`config.mk`:
```
export PLATFORM = sky130hd
export DESIGN_NAME = size_class_pool_allocator_core
export DESIGN_NICKNAME = d
export VERILOG_FILES = /design/src/rtl/core/scpa_pkg.sv /design/src/rtl/core/scpa_front.sv /design/src/rtl/core/scpa_back.sv /design/src/rtl/core/size_class_pool_allocator_core.sv
export SDC_FILE = /design/constraint.sdc
export NUM_CORES = 2
export LEC_CHECK = 0
export ABC_AREA = 1
export BUFFER_PORTS_ARGS = -buffer_cell sky130_fd_sc_hd__buf_4
export CELL_PAD_IN_SITES_DETAIL_PLACEMENT = 0
export CELL_PAD_IN_SITES_GLOBAL_PLACEMENT = 2
export CORE_ASPECT_RATIO = 1.25
export CORE_MARGIN = 3
export CORE_UTILIZATION = 44
export CTS_CLUSTER_SIZE = 10
export DETAILED_ROUTE_END_ITERATION = 10
export PLACE_DENSITY = 0.94
export SLEW_MARGIN = 20
export SYNTH_ARGS = -nofsm -noshare
export SYNTH_HDL_FRONTEND = slang
export SYNTH_SLANG_ARGS = --single-unit
```
`constraint.sdc`:
```
create_clock -name clock -period 10.6 [get_ports clock]
set_clock_uncertainty 0.2 [all_clocks]
set_input_delay 1.06 -clock clock [delete_from_list [all_inputs] [get_ports clock]]
set_output_delay 1.06 -clock clock [all_outputs]
set_load 0.02 [all_outputs]
```
`src/rtl/core/scpa_pkg.sv`:
```
// Shared types and constants of the size class pool allocator.
package scpa_pkg;

   // Fixed geometry of the class pools.
   localparam int unsigned SLOTS = 16;
   localparam int unsigned SLOT_W = 4;
   localparam int unsigned CLASS_W = 4;
   localparam int unsigned COUNT_W = 5;
   localparam int unsigned SIZE_W = 24;
   localparam int unsigned STATUS_W = 3;
   localparam int unsigned CSR_IDX_W = 2;
   localparam int unsigned MAX_CLASSES = 8;

   localparam logic [CLASS_W-1:0] SYSTEM_CLASS = 4'd8;

   // Result status codes.
   localparam logic [STATUS_W-1:0] ST_GRANTED = 3'd0;
   localparam logic [STATUS_W-1:0] ST_FREED = 3'd1;
   localparam logic [STATUS_W-1:0] ST_ZERO = 3'd2;
   localparam logic [STATUS_W-1:0] ST_OVERSIZE = 3'd3;
   localparam logic [STATUS_W-1:0] ST_EXHAUSTED = 3'd4;
   localparam logic [STATUS_W-1:0] ST_BADFREE = 3'd5;
   localparam logic [STATUS_W-1:0] ST_SYSTEM = 3'd6;

   // Configuration register indexes.
   localparam logic [CSR_IDX_W-1:0] CSR_SIZES_LOW = 2'd0;
   localparam logic [CSR_IDX_W-1:0] CSR_SIZES_HIGH = 2'd1;
   localparam logic [CSR_IDX_W-1:0] CSR_CAPACITIES = 2'd2;

   // Kinds of work the front hands to the back.
   localparam logic [1:0] KIND_ALLOC = 2'd0;
   localparam logic [1:0] KIND_FREE = 2'd1;
   localparam logic [1:0] KIND_DIRECT = 2'd2;

   // Classified item passed from the front to the back.
   typedef struct packed {
      logic [1:0] kind;
      logic [STATUS_W-1:0] status;
      logic [CLASS_W-1:0] cls;
      logic [SLOT_W-1:0] index;
      logic [COUNT_W-1:0] cap;
   } work_type;

endpackage

```
`src/rtl/core/scpa_front.sv`:
```
// Front part: classifies each item and picks the size class.
module scpa_front #(
   parameter int unsigned NUM_CLASSES = 8,
   parameter int unsigned BLOCKS_PER_CLASS = 16,
   parameter int unsigned HEADER_BYTES = 16
) (
   input logic clock,
   input logic reset,
   input logic in_valid,
   output logic in_ready,
   input logic operation,
   input logic [scpa_pkg::SIZE_W-1:0] request_size,
   input logic [scpa_pkg::CLASS_W-1:0] handle_class,
   input logic [scpa_pkg::SLOT_W-1:0] handle_index,
   input logic [63:0] sizes_low,
   input logic [63:0] sizes_high,
   input logic [63:0] capacities,
   output logic out_valid,
   input logic out_ready,
   output scpa_pkg::work_type out_work
);

   logic valid_ff, valid_in;
   scpa_pkg::work_type work_ff, work_in;
   logic [scpa_pkg::SIZE_W:0] need;
   logic found;
   logic [scpa_pkg::CLASS_W-1:0] pick;
   logic [7:0] cap_raw;
   logic [scpa_pkg::COUNT_W-1:0] cap_lim;

   localparam int unsigned CAP_MAX =
      (BLOCKS_PER_CLASS < scpa_pkg::SLOTS) ? BLOCKS_PER_CLASS : scpa_pkg::SLOTS;

   assign in_ready = !valid_ff || out_ready;
   assign out_valid = valid_ff;
   assign out_work = work_ff;
   assign need = {1'b0, request_size} + (scpa_pkg::SIZE_W+1)'(HEADER_BYTES);

   // Lowest class whose block size holds the request plus header.
   always_comb begin
      logic [15:0] sz;
      found = 1'b0;
      pick = '0;
      for (int c = scpa_pkg::MAX_CLASSES - 1; c >= 0; c--) begin
         sz = (c < 4) ? sizes_low[16*(c%4) +: 16] : sizes_high[16*(c%4) +: 16];
         if (c < int'(NUM_CLASSES) && {9'd0, sz} >= need) begin
            found = 1'b1;
            pick = scpa_pkg::CLASS_W'(c);
         end
      end
   end

   // Effective capacity of the chosen class.
   always_comb begin
      cap_raw = capacities[8*pick[2:0] +: 8];
      if (cap_raw > 8'(CAP_MAX)) begin
         cap_lim = scpa_pkg::COUNT_W'(CAP_MAX);
      end else begin
         cap_lim = cap_raw[scpa_pkg::COUNT_W-1:0];
      end
   end

   // Classify the incoming item.
   always_comb begin
      work_in = work_ff;
      valid_in = valid_ff && !out_ready;
      if (in_valid && in_ready) begin
         valid_in = 1'b1;
         work_in.cap = cap_lim;
         work_in.index = handle_index;
         work_in.cls = handle_class;
         work_in.status = scpa_pkg::ST_GRANTED;
         if (!operation) begin
            work_in.index = '0;
            if (request_size == '0) begin
               work_in.kind = scpa_pkg::KIND_DIRECT;
               work_in.status = scpa_pkg::ST_ZERO;
               work_in.cls = '0;
            end else if (!found) begin
               work_in.kind = scpa_pkg::KIND_DIRECT;
               work_in.status = scpa_pkg::ST_OVERSIZE;
               work_in.cls = scpa_pkg::SYSTEM_CLASS;
            end else begin
               work_in.kind = scpa_pkg::KIND_ALLOC;
               work_in.cls = pick;
            end
         end else if (handle_class == scpa_pkg::SYSTEM_CLASS) begin
            work_in.kind = scpa_pkg::KIND_DIRECT;
            work_in.status = scpa_pkg::ST_SYSTEM;
         end else if (32'(handle_class) >= NUM_CLASSES) begin
            work_in.kind = scpa_pkg::KIND_DIRECT;
            work_in.status = scpa_pkg::ST_BADFREE;
         end else begin
            work_in.kind = scpa_pkg::KIND_FREE;
            work_in.status = scpa_pkg::ST_FREED;
         end
      end
   end

   always_ff @(posedge clock) begin
      if (reset) begin
         valid_ff <= 1'b0;
      end else begin
         valid_ff <= valid_in;
      end
      work_ff <= work_in;
   end

endmodule

```
`src/rtl/core/scpa_back.sv`:
```
// Back part: per-class queues, counters and flags; produces results.
module scpa_back #(
   parameter int unsigned NUM_CLASSES = 8
) (
   input logic clock,
   input logic reset,
   input logic in_valid,
   output logic in_ready,
   input scpa_pkg::work_type in_work,
   output logic rsp_valid,
   output logic [scpa_pkg::STATUS_W-1:0] rsp_status,
   output logic [scpa_pkg::CLASS_W-1:0] rsp_block_class,
   output logic [scpa_pkg::SLOT_W-1:0] rsp_block_index,
   output logic [scpa_pkg::COUNT_W-1:0] rsp_class_in_use,
   output logic [scpa_pkg::COUNT_W-1:0] rsp_class_peak
);

   localparam int unsigned NC = NUM_CLASSES;
   localparam int unsigned CI_W = (NC > 1) ? $clog2(NC) : 1;
   localparam int unsigned SW = scpa_pkg::SLOT_W;
   localparam int unsigned CW = scpa_pkg::COUNT_W;

   // Sequencer states: fetch queue head, then update.
   localparam logic [1:0] S_IDLE = 2'd0;
   localparam logic [1:0] S_READ = 2'd1;

   logic [1:0] state_ff, state_in;
   scpa_pkg::work_type work_ff, work_in;

   logic [SW-1:0] queue_mem [NC*scpa_pkg::SLOTS];
   logic [SW-1:0] qrd_ff;

   logic [SW-1:0] head_ff [NC];
   logic [SW-1:0] tail_ff [NC];
   logic [CW-1:0] rcount_ff [NC];
   logic [CW-1:0] fresh_ff [NC];
   logic [CW-1:0] used_ff [NC];
   logic [CW-1:0] peak_ff [NC];
   logic [scpa_pkg::SLOTS-1:0] flag_ff [NC];

   logic rv_ff;
   logic [scpa_pkg::STATUS_W-1:0] st_ff;
   logic [scpa_pkg::CLASS_W-1:0] cls_ff;
   logic [SW-1:0] idx_ff;
   logic [CW-1:0] use_ff, pk_ff;

   logic [CI_W-1:0] ci;

   assign ci = CI_W'(work_ff.cls);
   assign in_ready = (state_ff == S_IDLE);
   assign rsp_valid = rv_ff;
   assign rsp_status = st_ff;
   assign rsp_block_class = cls_ff;
   assign rsp_block_index = idx_ff;
   assign rsp_class_in_use = use_ff;
   assign rsp_class_peak = pk_ff;

   always_comb begin
      state_in = state_ff;
      work_in = work_ff;
      case (state_ff)
         S_IDLE: begin
            if (in_valid) begin
               work_in = in_work;
               state_in = S_READ;
            end
         end
         S_READ: state_in = S_IDLE;
         default: state_in = S_IDLE;
      endcase
   end

   // Queue memory: read the class head, written on a valid free.
   always_ff @(posedge clock) begin
      if (state_ff == S_IDLE) begin
         qrd_ff <= queue_mem[{CI_W'(in_work.cls), head_ff[CI_W'(in_work.cls)]}];
      end
      if (state_ff == S_READ && work_ff.kind == scpa_pkg::KIND_FREE &&
          flag_ff[ci][work_ff.index]) begin
         queue_mem[{ci, tail_ff[ci]}] <= work_ff.index;
      end
   end

   always_ff @(posedge clock) begin
      logic [SW-1:0] idx;
      logic ok;
      logic [CW-1:0] used_n, peak_n;
      if (reset) begin
         state_ff <= S_IDLE;
         rv_ff <= 1'b0;
         for (int c = 0; c < int'(NC); c++) begin
            head_ff[c] <= '0;
            tail_ff[c] <= '0;
            rcount_ff[c] <= '0;
            fresh_ff[c] <= '0;
            used_ff[c] <= '0;
            peak_ff[c] <= '0;
            flag_ff[c] <= '0;
         end
      end else begin
         state_ff <= state_in;
         work_ff <= work_in;
         rv_ff <= 1'b0;
         if (state_ff == S_READ) begin
            rv_ff <= 1'b1;
            st_ff <= work_ff.status;
            cls_ff <= work_ff.cls;
            idx_ff <= work_ff.index;
            use_ff <= '0;
            pk_ff <= '0;
            case (work_ff.kind)
               scpa_pkg::KIND_ALLOC: begin
                  ok = 1'b1;
                  idx = '0;
                  if (rcount_ff[ci] != '0) begin
                     idx = qrd_ff;
                     head_ff[ci] <= head_ff[ci] + 1'b1;
                     rcount_ff[ci] <= rcount_ff[ci] - 1'b1;
                  end else if (fresh_ff[ci] < work_ff.cap) begin
                     idx = fresh_ff[ci][SW-1:0];
                     fresh_ff[ci] <= fresh_ff[ci] + 1'b1;
                  end else begin
                     ok = 1'b0;
                  end
                  if (ok) begin
                     used_n = (used_ff[ci] < CW'(scpa_pkg::SLOTS)) ?
                        used_ff[ci] + 1'b1 : used_ff[ci];
                     peak_n = (used_n > peak_ff[ci]) ? used_n : peak_ff[ci];
                     flag_ff[ci][idx] <= 1'b1;
                     used_ff[ci] <= used_n;
                     peak_ff[ci] <= peak_n;
                     idx_ff <= idx;
                     use_ff <= used_n;
                     pk_ff <= peak_n;
                  end else begin
                     st_ff <= scpa_pkg::ST_EXHAUSTED;
                     idx_ff <= '0;
                     use_ff <= used_ff[ci];
                     pk_ff <= peak_ff[ci];
                  end
               end
               scpa_pkg::KIND_FREE: begin
                  if (flag_ff[ci][work_ff.index]) begin
                     used_n = (used_ff[ci] != '0) ? used_ff[ci] - 1'b1 : used_ff[ci];
                     flag_ff[ci][work_ff.index] <= 1'b0;
                     tail_ff[ci] <= tail_ff[ci] + 1'b1;
                     if (rcount_ff[ci] < CW'(scpa_pkg::SLOTS)) begin
                        rcount_ff[ci] <= rcount_ff[ci] + 1'b1;
                     end
                     used_ff[ci] <= used_n;
                     use_ff <= used_n;
                  end else begin
                     st_ff <= scpa_pkg::ST_BADFREE;
                     use_ff <= used_ff[ci];
                  end
                  pk_ff <= peak_ff[ci];
               end
               default: begin
               end
            endcase
         end
      end
   end

endmodule

```
`src/rtl/core/size_class_pool_allocator_core.sv`:
```
// Top level of the size class pool allocator.
//
//  channel  | ports                          | handshake
//  request  | req_operation .. handle_index  | start && !busy
//  response | rsp_status .. rsp_class_peak   | rsp_valid, one cycle
//  config   | csr_index, csr_data            | csr_valid && csr_ready
//
// An item passes the back sequencer in order (queue memory read, then
// the counter update); the back takes no new item until it is done.
// A result passes the front register, the back sequencer and the result
// registers before it reaches the ports. The front register can hold one
// item while the back works. Reset is synchronous; the response side
// cannot stall.
module size_class_pool_allocator_core #(
   parameter int unsigned NUM_CLASSES = 8,
   parameter int unsigned BLOCKS_PER_CLASS = 16,
   parameter int unsigned HEADER_BYTES = 16
) (
   input logic clock,
   input logic reset,
   input logic start,
   output logic busy,
   input logic req_operation,
   input logic [23:0] req_request_size,
   input logic [3:0] req_handle_class,
   input logic [3:0] req_handle_index,
   output logic rsp_valid,
   output logic [2:0] rsp_status,
   output logic [3:0] rsp_block_class,
   output logic [3:0] rsp_block_index,
   output logic [4:0] rsp_class_in_use,
   output logic [4:0] rsp_class_peak,
   input logic csr_valid,
   output logic csr_ready,
   input logic [1:0] csr_index,
   input logic [63:0] csr_data
);

   logic [63:0] sizes_low_ff, sizes_high_ff, caps_ff;
   logic in_ready, mid_valid, mid_ready;
   scpa_pkg::work_type mid_work;

   assign busy = !in_ready;
   assign csr_ready = 1'b1;

   // Configuration registers.
   always_ff @(posedge clock) begin
      if (reset) begin
         sizes_low_ff <= 64'd117094592909815872;
         sizes_high_ff <= 64'd1125912791880303616;
         caps_ff <= 64'd34494482440;
      end else if (csr_valid) begin
         case (csr_index)
            scpa_pkg::CSR_SIZES_LOW: sizes_low_ff <= csr_data;
            scpa_pkg::CSR_SIZES_HIGH: sizes_high_ff <= csr_data;
            scpa_pkg::CSR_CAPACITIES: caps_ff <= csr_data;
            default: begin
            end
         endcase
      end
   end

   scpa_front #(
      .NUM_CLASSES(NUM_CLASSES),
      .BLOCKS_PER_CLASS(BLOCKS_PER_CLASS),
      .HEADER_BYTES(HEADER_BYTES)
   ) u_front (
      .clock(clock),
      .reset(reset),
      .in_valid(start),
      .in_ready(in_ready),
      .operation(req_operation),
      .request_size(req_request_size),
      .handle_class(req_handle_class),
      .handle_index(req_handle_index),
      .sizes_low(sizes_low_ff),
      .sizes_high(sizes_high_ff),
      .capacities(caps_ff),
      .out_valid(mid_valid),
      .out_ready(mid_ready),
      .out_work(mid_work)
   );

   scpa_back #(
      .NUM_CLASSES(NUM_CLASSES)
   ) u_back (
      .clock(clock),
      .reset(reset),
      .in_valid(mid_valid),
      .in_ready(mid_ready),
      .in_work(mid_work),
      .rsp_valid(rsp_valid),
      .rsp_status(rsp_status),
      .rsp_block_class(rsp_block_class),
      .rsp_block_index(rsp_block_index),
      .rsp_class_in_use(rsp_class_in_use),
      .rsp_class_peak(rsp_class_peak)
   );

`ifndef SYNTHESIS
   // A result follows the back taking an item, once the sequencer has passed its read state.
   a_rsp_after_take: assert property (@(posedge clock) disable iff (reset)
      mid_valid && mid_ready |=> ##1 rsp_valid) else $error("missing result");
   // Results are never back to back.
   a_rsp_spaced: assert property (@(posedge clock) disable iff (reset)
      rsp_valid |=> !rsp_valid) else $error("results too close");
   // Peak never below in-use on a result.
   a_peak: assert property (@(posedge clock) disable iff (reset)
      rsp_valid |-> rsp_class_peak >= rsp_class_in_use) else $error("peak low");
`endif

endmodule

```
==> results by group <==
STA
  • Final setup fails: 0
  • Rel. slew slack: 27.6%
  • Final Hold Fails: 0
  • Post-route minimum period: 6.13 ns
  • Setup tns final: 0 ns
  • Final period utilization: 57.8%
  • Worst Hold Margin: 0.219 ns
  • RSZ-0062 raised after global routing: no
  • Max Clock Freq: 163 MHz
  • Slew @ Worst Pin: approximately 1.1 ns
  • Final Slew Violations: 0

Floorplan
  • Core area: 0.119 mm^2
  • Die width: between 300 and 400 um
  • Chip Height: 393 um
  • Starting Density: between 40 and 50%
  • FP Rows: 141
  • Die area: approximately 0.12 mm^2
  • IO Pins: about 130

Synth
  • Top cell type by total area after synthesis: edfxtp_1
  • Avg Synthesized Cell Area: 9.44 um^2
  • Mapped Cells: 5596
  • Number of synthesized flops with an enable pin: 925
  • Seq cells post-synth: 1126
  • Post-synthesis sequential area ratio: 60.2%
  • Prevailing post-synth register cell: edfxtp_1
  • Asr flop ratio synth: 0%
  • Netlist cell types: between 50 and 60
  • Syn. warnings: 0
  • Synth Cell Area: 0.0528 mm^2
  • Yosys top cell area share: 52.6%
  • Syn Nets: ~6000
  • Top cells by area in the synthesized netlist: edfxtp_1, nor2_1, dfxtp_1

Final layout
  • Synthesis-to-finish area growth: 11.8%
  • Register area: 0.0318 mm^2
  • Util after Layout: 49.7%
  • Fin nets: just under 6000
  • Ant diodes: 0
  • Design Area, Final: 0.0590 mm^2
  • # fillers: 10900
  • Multi-input gate area: 0.0184 mm^2
  • Share of cells above drive strength 1: 7.47%

Setup path
  • CP required: 10.87 ns
  • Worst R2R Setup Slack: 4.47 ns
  • WP data arrival: 6.40 ns
  • Max FO, Critical Path: 84
  • Critical Path End: u_back.rsp_class_peak[1]$_DFFE_PP_
  • CP Capture Type: flop
  • CP Class: flop to flop
  • Reg2reg end: u_back.rsp_class_peak[1]$_DFFE_PP_
  • Reg2reg path depth: 17
  • Startpoint types: flop

Flow run
  • Number of max-cap violations: 0

Min path
  • Hold Crit Start: u_back.work_ff[12]$_DFFE_PP_
  • Worst Hold Class: flop to flop

CTS
  • Clock Latency Late Sink: 0.76 ns
  • Root cell of the clock tree: clkbuf_16
  • Hold-fix buffers, CTS: 0
  • Clk sinks: 1126
  • TritonCTS clock tree: built
  • H-tree Lvls: 4
  • Num CTS Buffers: roughly 130
  • Post-CTS setup buffer count: 0
  • Maximum clock insertion buffer count: 3
  • CTS clock-pin slew for the worst setup and hold paths: 0.05 ns
  • Number of gates resized after CTS: 0

Power and ir drop
  • VDD IR max: 156 uV
  • Leak Pwr: around 23 nW
  • P per Cell Area: 176 mW/mm^2
  • Pwr Total: around 10 mW

Global routing
  • Grt total ovfl: 0
  • Initial antenna violation count: 3
  • Largest net degree at the start of global routing: 182
  • GRT Util Overall: ~26%
  • First-pass GRT wire length: 241000 um
  • Vias in the first global route: roughly 40000

Drt
  • DRC: 0
  • Routed vias: 40900
  • Avg WL per Cell: around 22 um
  • Routed vias/inst: 5.63
  • Drt first pass iters: 6
  • Detailed Route Iter0 Violations: 3544
  • Post-DRT Antenna Nets: 0
  • WL final: ~160000 um

Place
  • Placer Congestion: roughly 0.88
  • Placement Cell Area: roughly 0.055 mm^2
  • HPWL Detailed: 104000 um
  • Port buffer count: around 130

Outcome
  • Outcome: finished, final reports clean
-- worst min-delay path by stage --
stage	endpoint	slack [ns]	depth (start not counted)
after floorplan	u_back.rsp_block_class[3]$_DFFE_PP_	0.20	0
after global placement	u_back.work_ff[16]$_DFFE_PP_	0.20	0
after detailed placement	u_back.work_ff[17]$_DFFE_PP_	0.21	0
after CTS	u_back.work_ff[17]$_DFFE_PP_	0.22	0
after global routing	u_back.work_ff[16]$_DFFE_PP_	0.23	0
final	u_back.rsp_block_class[3]$_DFFE_PP_	0.22	0
-- cells by family (layout without fill, tap and decap cells) --
kind of cell               Yosys count  in the layout  synth area share [%]
DFF                               1126           1126                  60.2
adders and majority gates          131            131                  3.12
other                                1              1               0.00710
and+or+nand+nor                   2326           2326                  17.6
buffers and inverters              700            796                  5.14
AOI/OAI and AO/OA                 1292           1292                  13.5
xor gates and xnor gates            20             20                 0.332
-- cells in the final DEF (no fill, tap or decap), types with 3 or more instances in the layout --
| master | n |
|---|---|
| nor4_1 | 9 |
| o21ai_0 | 793 |
| nand2_1 | 708 |
| dfxtp_1 | 198 |
| nor2_4 | 13 |
| o21ai_1 | 19 |
| buf_4 | 183 |
| ha_1 | 130 |
| nor2_2 | 11 |
| nand4_1 | 41 |
| clkinv_8 | 3 |
| clkbuf_1 | 44 |
| o221ai_1 | 38 |
| o211ai_1 | 51 |
| a21boi_0 | 4 |
| a21oi_1 | 132 |
| clkinv_16 | 4 |
| nand2_2 | 12 |
| nand2_4 | 3 |
| xnor2_1 | 7 |
| clkinv_2 | 5 |
| o22ai_1 | 207 |
| buf_12 | 4 |
| nor2_1 | 1249 |
| nand3_1 | 246 |
| inv_2 | 18 |
| a31oi_1 | 15 |
| or2_2 | 5 |
| clkbuf_16 | 136 |
| o21ai_2 | 7 |
| nor3_1 | 18 |
| inv_6 | 5 |
| edfxtp_1 | 925 |
| a41oi_1 | 4 |
| inv_1 | 384 |
| a211o_1 | 3 |
| xor2_1 | 13 |
| clkinv_1 | 4 |
-- flip-flops by register name (all words and copies together) (netlist names), 40 cells and up, named ones only --
register and flops:
u_back.peak_ff 40, u_back.used_ff 40, sizes_low_ff 64, caps_ff 64
u_back.flag_ff 128, u_back.rcount_ff 40, u_back.fresh_ff 40, u_back.queue_mem 512
sizes_high_ff 64
-- stage by stage --
| step | std cells | setup slack, ns |
|---|---|---|
| 2_1_floorplan | 5596 | 5.87 |
| 3_5_place_dp | 7065 | 4.40 |
| 6_report | 7265 | 4.47 |
| 4_1_cts | 7265 | 4.38 |
| 5_1_grt | 7265 | 3.80 |
| 3_3_place_gp | 7064 | 4.43 |
-- final cells by class --
class	instances	area share, %
Timing Repair Buffer	187	2.46
Multi-Input combinational cell	3770	31.2
Clock buffer	182	6.09
Inverter	409	2.63
Tap cell	1573	3.33
Clock inverter	18	0.432
Sequential cell	1126	53.9
-- critical path: stages, from the launching register on --
cell and delay [ns]:
dfxtp_4 0.46, inv_4 0.64, buf_4 0.57, o21ai_0 0.16, o22ai_1 0.16, inv_1 0.06
o21ai_0 0.41, inv_1 0.20, ha_1 0.34, inv_1 0.07, o21ai_0 0.16, ha_1 0.34
nand2_1 0.06, o311ai_0 0.48, a21boi_1 0.51, nor2_1 0.08, a21oi_1 0.71, o22ai_1 0.19
-- metal layers --
metal  vias to the layer above  global-route usage [%]  share of wire (%)
met5                         -                       0             0.0063
met2                      1444                    43.9                 50
li1                      19500                       -                  -
met4                         2                    11.4                4.6
met3                       337                    4.58                6.7
met1                     19600                    31.2                 39
-- power breakdown --
group	internal, mW	switching [mW]
Combinational	0.366	0.975
Sequential	4.87	0.0555
Clock	2.37	1.78
-- synthesized netlist by cell type (18+ instances only) --
cell,number
a21oi_1,132
buf_2,29
clkbuf_1,246
dfxtp_1,201
edfxtp_1,925
ha_1,130
inv_1,388
nand2_1,712
nand3_1,246
nand4_1,41
nor2_1,1262
nor3_1,19
o211ai_1,51
o21ai_0,794
o21ai_1,18
o221ai_1,38
o22ai_1,207
Note: power is estimated with default switching activity, not from simulation.
